## src/rtl/bpc_pkg.sv

```systemverilog
// shared types, constants and helpers for the button press classifier
// no dependencies
`default_nettype none

package bpc_pkg;

	localparam int CNT_W = 16;
	localparam int CFG_IDX_W = 2;

	localparam logic [CNT_W-1:0] CNT_MAX = '1;

	localparam logic [CNT_W-1:0] DEBOUNCE_RST = CNT_W'(20);
	localparam logic [CNT_W-1:0] DOUBLE_GAP_RST = CNT_W'(250);
	localparam logic [CNT_W-1:0] LONG_RST = CNT_W'(800);

	localparam logic [CFG_IDX_W-1:0] REG_DEBOUNCE = CFG_IDX_W'(0);
	localparam logic [CFG_IDX_W-1:0] REG_DOUBLE_GAP = CFG_IDX_W'(1);
	localparam logic [CFG_IDX_W-1:0] REG_LONG = CFG_IDX_W'(2);

	typedef enum logic [1:0] {
		EV_NONE,
		EV_SINGLE,
		EV_DOUBLE,
		EV_LONG
	} press_event_t;

	typedef struct packed {
		logic [CNT_W-1:0] debounce_ms;
		logic [CNT_W-1:0] double_gap_ms;
		logic [CNT_W-1:0] long_ms;
	} bpc_cfg_t;

	typedef struct packed {
		logic pressed_level;
		logic second_press_wait;
		logic long_reported;
	} bpc_status_t;

	function automatic logic [CNT_W-1:0] sat_inc(input logic [CNT_W-1:0] c);
		return (c == CNT_MAX) ? CNT_MAX : c + CNT_W'(1);
	endfunction

endpackage

`default_nettype wire

```

## src/rtl/bpc_cfg_regs.sv

```systemverilog
// configuration register file: debounce, double gap and long hold thresholds
// depends on bpc_pkg
`default_nettype none

module bpc_cfg_regs
	import bpc_pkg::*;
(
	input  wire logic                 clk,
	input  wire logic                 arst_n,
	input  wire logic                 wr_en,
	input  wire logic [CFG_IDX_W-1:0] wr_index,
	input  wire logic [CNT_W-1:0]     wr_data,
	output bpc_cfg_t                  cfg
);

	bpc_cfg_t cfg_q;

	always_ff @(posedge clk or negedge arst_n) begin
		if (!arst_n) begin
			cfg_q.debounce_ms   <= DEBOUNCE_RST;
			cfg_q.double_gap_ms <= DOUBLE_GAP_RST;
			cfg_q.long_ms       <= LONG_RST;
		end else if (wr_en) begin
			case (wr_index)
				REG_DEBOUNCE:   cfg_q.debounce_ms   <= wr_data;
				REG_DOUBLE_GAP: cfg_q.double_gap_ms <= wr_data;
				REG_LONG:       cfg_q.long_ms       <= wr_data;
				default: ;
			endcase
		end
	end

	assign cfg = cfg_q;

endmodule

`default_nettype wire

```

## src/rtl/bpc_core.sv

```systemverilog
// debounce and press classification state with its per-tick update
// depends on bpc_pkg
`default_nettype none

module bpc_core
	import bpc_pkg::*;
(
	input  wire logic  clk,
	input  wire logic  arst_n,
	input  wire logic  step,
	input  wire logic  raw,
	input  wire bpc_cfg_t cfg,
	output press_event_t ev,
	output bpc_status_t  status
);

	logic             level_q, wait_q, long_rep_q;
	logic [CNT_W-1:0] since_toggle_q, since_press_q, since_release_q;

	logic             level_d, wait_d, long_rep_d;
	logic [CNT_W-1:0] since_toggle_d, since_press_d, since_release_d;
	logic             toggle;

	always_comb begin
		since_toggle_d  = sat_inc(since_toggle_q);
		since_press_d   = sat_inc(since_press_q);
		since_release_d = sat_inc(since_release_q);
		level_d         = level_q;
		wait_d          = wait_q;
		long_rep_d      = long_rep_q;
		ev              = EV_NONE;

		toggle = (since_toggle_d > cfg.debounce_ms) && (raw != level_q);
		if (toggle) begin
			level_d        = raw;
			since_toggle_d = '0;
			long_rep_d     = 1'b0;
			if (raw) begin
				since_press_d = '0;
			end else begin
				since_release_d = '0;
				if (wait_q) begin
					ev     = EV_DOUBLE;
					wait_d = 1'b0;
				end else begin
					wait_d = 1'b1;
				end
			end
		end

		if (!level_d && wait_d && (since_release_d > cfg.double_gap_ms)) begin
			wait_d = 1'b0;
			ev     = EV_SINGLE;
		end else if (!long_rep_d && level_d && (since_press_d > cfg.long_ms)) begin
			ev         = EV_LONG;
			long_rep_d = 1'b1;
			wait_d     = 1'b0;
		end
	end

	always_ff @(posedge clk or negedge arst_n) begin
		if (!arst_n) begin
			level_q         <= 1'b0;
			wait_q          <= 1'b0;
			long_rep_q      <= 1'b0;
			since_toggle_q  <= '0;
			since_press_q   <= '0;
			since_release_q <= '0;
		end else if (step) begin
			level_q         <= level_d;
			wait_q          <= wait_d;
			long_rep_q      <= long_rep_d;
			since_toggle_q  <= since_toggle_d;
			since_press_q   <= since_press_d;
			since_release_q <= since_release_d;
		end
	end

	assign status.pressed_level     = level_q;
	assign status.second_press_wait = wait_q;
	assign status.long_reported     = long_rep_q;

endmodule

`default_nettype wire

```

## src/rtl/button_press_classifier.sv

```systemverilog
// top level of the button press classifier: input register, core, result register
// depends on bpc_pkg, bpc_cfg_regs and bpc_core
//
// channel | direction | handshake          | payload
// in      | in        | in_valid/in_stall   | pin_level
// out     | out       | out_valid/out_stall | press_event
// cfg     | in        | cfg_valid/cfg_ready | cfg_index, cfg_data
//
// one tick per cycle while out_stall is low; ticks pass the input then the result register
// the core state advances when a tick moves from the input register to the result register
// arst_n clears state, valid flags and thresholds to their defaults at once
// a stalled result holds; the input register still takes one more tick behind it
// cfg_ready is always high; an index beyond the three registers is ignored
`default_nettype none

module button_press_classifier
	import bpc_pkg::*;
(
	input  wire logic                 clk,
	input  wire logic                 arst_n,
	input  wire logic                 in_valid,
	output logic                      in_stall,
	input  wire logic                 pin_level,
	output logic                      out_valid,
	input  wire logic                 out_stall,
	output logic [1:0]                press_event,
	input  wire logic                 cfg_valid,
	output logic                      cfg_ready,
	input  wire logic [CFG_IDX_W-1:0] cfg_index,
	input  wire logic [CNT_W-1:0]     cfg_data
);

	bpc_cfg_t     cfg;
	bpc_status_t  status;
	press_event_t ev;

	logic         valid_s1, pin_s1;
	logic         valid_s2;
	press_event_t event_s2;
	logic         move_s1, take_in;

	assign cfg_ready = 1'b1;

	bpc_cfg_regs u_cfg (
		.clk      (clk),
		.arst_n   (arst_n),
		.wr_en    (cfg_valid && cfg_ready),
		.wr_index (cfg_index),
		.wr_data  (cfg_data),
		.cfg      (cfg)
	);

	assign move_s1  = valid_s1 && (!valid_s2 || !out_stall);
	assign in_stall = valid_s1 && !move_s1;
	assign take_in  = in_valid && !in_stall;

	bpc_core u_core (
		.clk    (clk),
		.arst_n (arst_n),
		.step   (move_s1),
		.raw    (pin_s1),
		.cfg    (cfg),
		.ev     (ev),
		.status (status)
	);

	always_ff @(posedge clk or negedge arst_n) begin
		if (!arst_n) begin
			valid_s1 <= 1'b0;
		end else if (take_in) begin
			valid_s1 <= 1'b1;
		end else if (move_s1) begin
			valid_s1 <= 1'b0;
		end
	end

	always_ff @(posedge clk) begin
		if (take_in) begin
			pin_s1 <= pin_level;
		end
	end

	always_ff @(posedge clk or negedge arst_n) begin
		if (!arst_n) begin
			valid_s2 <= 1'b0;
		end else if (move_s1) begin
			valid_s2 <= 1'b1;
		end else if (!out_stall) begin
			valid_s2 <= 1'b0;
		end
	end

	always_ff @(posedge clk) begin
		if (move_s1) begin
			event_s2 <= ev;
		end
	end

	assign out_valid   = valid_s2;
	assign press_event = event_s2;

	// a double press leaves the level released with no wait pending
	a_double_released: assert property (@(posedge clk) disable iff (!arst_n)
		(valid_s2 && (event_s2 == EV_DOUBLE)) |->
		(!status.pressed_level && !status.second_press_wait))
		else $error("double press result with level not released");

	// a long press is flagged once and cancels a waiting single
	a_long_flagged: assert property (@(posedge clk) disable iff (!arst_n)
		(valid_s2 && (event_s2 == EV_LONG)) |->
		(status.pressed_level && status.long_reported && !status.second_press_wait))
		else $error("long press result without matching state");

	// the long flag only lives during a hold
	a_long_in_hold: assert property (@(posedge clk) disable iff (!arst_n)
		status.long_reported |-> status.pressed_level)
		else $error("long flag set while released");

	// a tick transfer always lands in an empty or draining input register
	a_no_overwrite: assert property (@(posedge clk) disable iff (!arst_n)
		(valid_s1 && !move_s1) |=> (valid_s1 && $stable(pin_s1)))
		else $error("held tick lost from input register");

endmodule

`default_nettype wire

```

## config.mk

```make
export PLATFORM = sky130hd
export DESIGN_NAME = button_press_classifier
export DESIGN_NICKNAME = d
export VERILOG_FILES = /design/src/rtl/bpc_pkg.sv /design/src/rtl/bpc_cfg_regs.sv /design/src/rtl/bpc_core.sv /design/src/rtl/button_press_classifier.sv
export SDC_FILE = /design/constraint.sdc
export NUM_CORES = 1
export LEC_CHECK = 0
export BUFFER_PORTS_ARGS = -buffer_cell sky130_fd_sc_hd__buf_2
export CORE_MARGIN = 3
export CORE_UTILIZATION = 54
export DETAILED_ROUTE_END_ITERATION = 16
export PLACE_DENSITY = 0.71
export SETUP_SLACK_MARGIN = 0.02
export SYNTH_ARGS = -nofsm -noshare
export SYNTH_HDL_FRONTEND = slang
export SYNTH_SLANG_ARGS = --single-unit
```

## constraint.sdc

```tcl
create_clock -name clk -period 6.75 [get_ports clk]
set_clock_uncertainty 0.05 [all_clocks]
set_input_delay 0.675 -clock clk [delete_from_list [all_inputs] [get_ports clk]]
set_output_delay 0.675 -clock clk [all_outputs]
set_load 0.01 [all_outputs]
```

==> run metrics <==
CP startpoint kind register; Worst Path Arrival ~6 ns; TritonCTS clock tree done; Synth top area share 0.341; most frequent cells after synthesis dfrtp_1 (90), nand2_1 (88), a21oi_1 (75); largest net degree at the start of global routing 56; die height 117 um; initial antenna violation count 0; DP Cell Count ~850; CP max FO 19; Worst Setup End Kind register; Layout Nets just under 800; post-route cell area 7070 um^2; Die W 117 um; global-route wire length before repair 24100 um; Yosys cell types 65; Core ar. ~12000 um^2; # IOs 29; vias between 5000 and 6000; overall global routing resource usage 0.229; Post-synth ARST share 0.971; synth top area cells dfrtp_1 (34%), ha_1 (9.9%), mux2_2 (7.9%), a21oi_1 (5.7%), nand2_1 (5.0%); PwrDens 273 nW/um^2; hold buffer count at cts 0; Final Critical Period 5.95 ns; initial cell density of the core 0.566; Max Fclk about 170 MHz; htree depth 3; WL final 14700 um; HP Class primary input to asynchronous set/reset pin; post-synth top area cell dfrtp_1; Main synth FF type dfrtp_1; count of final setup violators 0; non-filler cells, final 867; vias per inst a little under 6; ANT cells 0; share of layout cells above drive strength 1 0.181; Clock Pin Slew Worst Setup and Hold Paths 0.08 ns; worst endpoint required time 6.81 ns; setup_tns 0 ns; number of synthesized flops with an enable pin 3; synthesized area per cell 9.30 um^2; crit path kind register to register; status completed; Residual DRC 0; total power 1930 uW; TritonRoute pass-1 iters 4; Pleak about 0.0033 uW; Peak VDD IR between 0.00015 and 0.0002 V; vias in the first global route 4897; Placed Instance Area between 6000 and 7000 um^2; synthesized area 6600 um^2; Final HPWL DP 10700 um; setup ws final 0.805 ns; Period Utilization, post-route 0.881; Num CTS Buffers 9; sequential fraction of the synthesis area 0.399; Worst-Margin Slew between 0.9 and 1 ns; Yosys Warn Count 0; DR WL/cell about 17 um; register bit total from synthesis around 100; die area 13600 um^2; Starting DRT DRC Count 297; Clock Path Buffers 2; max cap viols 0; syn_nets 785; clk_lat worst skew 0.36 ns; Synth Instances roughly 710; post-cts sizing count 0; Setup WS pre-CTS 0.785 ns; post-CTS setup buffer count 0; Rows 39; post-route ant nets 0; Final Hold Vio Count 0; count leader, synth dfrtp_1; port bufs 27; Slew Limit Fails 0; slew margin rel. 0.337; total congestion overflow 0; Syn-to-layout area delta 7.11%; root buf cell clkbuf_16; routability cong. 0.892; RSZ-0062 raised after global routing false; Sink Count 104
[cell usage in the layout, fill, tap and decap left out, types with 11 or more instances in the layout]
cell type   n
ha_1       52
dfrtp_1    90
a21oi_1    75
dfstp_2    11
nand2_1    88
inv_1      57
o21ai_0    28
mux2_2     46
buf_2      26
nand3_1    35
xor2_1     16
xnor2_1    18
nor2_1     30
nand4_1    18
[cell families after synthesis]
group / after synthesis / share of synthesized area
xor gates and xnor gates: 34 / 0.0451
muxes: 48 / 0.0816
adders and majority gates: 52 / 0.0986
buffers and inverters: 91 / 0.0592
and+or+nand+nor: 221 / 0.163
DFF: 104 / 0.399
other: 1 / 0.000568
AOI/OAI and AO/OA: 158 / 0.153
[worst paths after layout]
check / cells after the start / startpoint / end / slack, ns
worst min-delay path: 1 / arst_n / u_core.since_press_q[7] / 0.26
worst min register to register: 1 / valid_s1 / out_valid / 0.45
worst max register to register: 18 / u_core.since_toggle_q[0] / press_event[1] / 0.80
min in group clk: 1 / pin_level / pin_s1 / 0.44
max in group asynchronous: 2 / arst_n / u_core.since_toggle_q[10] / 5.24
worst max-delay path: 18 / u_core.since_toggle_q[0] / press_event[1] / 0.80
[critical path, stage by stage (launching register included)]
cell	delay, ns
dfrtp_1	0.41
ha_1	0.26
and3_1	0.25
nand3_1	0.15
or3_1	0.50
nand2_1	0.15
ha_1	0.34
nand4_2	0.13
nor4_1	0.42
a21boi_2	0.33
o311a_1	0.73
a21oi_1	0.14
ha_1	0.36
nand4_1	0.21
or3_1	0.37
a21o_1	0.18
a311oi_1	0.31
a22oi_2	0.13
a41o_1	0.28
[layer usage]
layer,wire (um),vias up,share of wire,global-route usage
li1,-,2514,-,-
met1,6880,2450,0.47,0.309
met2,6870,108,0.47,0.359
met3,624,18,0.042,0.0591
met4,305,0,0.021,0.0820
met5,0,-,0,0
[report_power, final]
| part | switching, uW | internal (uW) | leakage (uW) |
|---|---|---|---|
| Sequential | 98.6 | 743 | 0.00129 |
| Clock | 249 | 256 | 0.000135 |
| Combinational | 320 | 265 | 0.00191 |
| Total | 668 | 1260 | 0.00334 |
[per-stage QoR]
| step | hold slack (ns) | util |
|---|---|---|
| after floorplan | 0.329 | - |
| after global placement | 0.415 | 0.582 |
| after detailed placement | 0.434 | 0.582 |
| after CTS | 0.286 | 0.606 |
| after global routing | 0.317 | 0.606 |
| final | 0.259 | 0.606 |
[sequential cells by signal (all words and copies together), names as in the netlist, 2 cells and up]
name                    flops
u_cfg.cfg                  48
u_core.since_press_q       16
u_core.since_release_q     16
u_core.since_toggle_q      16
press_event                 2
[area by class of cell]
class / count / area [um^2]
timing repair buffer: 33 / 183
fill: 985 / 4600
inverter: 57 / 214
tap: 143 / 179
sequential: 104 / 2630
multi-input combinational: 514 / 3580
clock buffer: 10 / 229
clock inverter: 6 / 50.0
(Power assumes the default switching activity.)
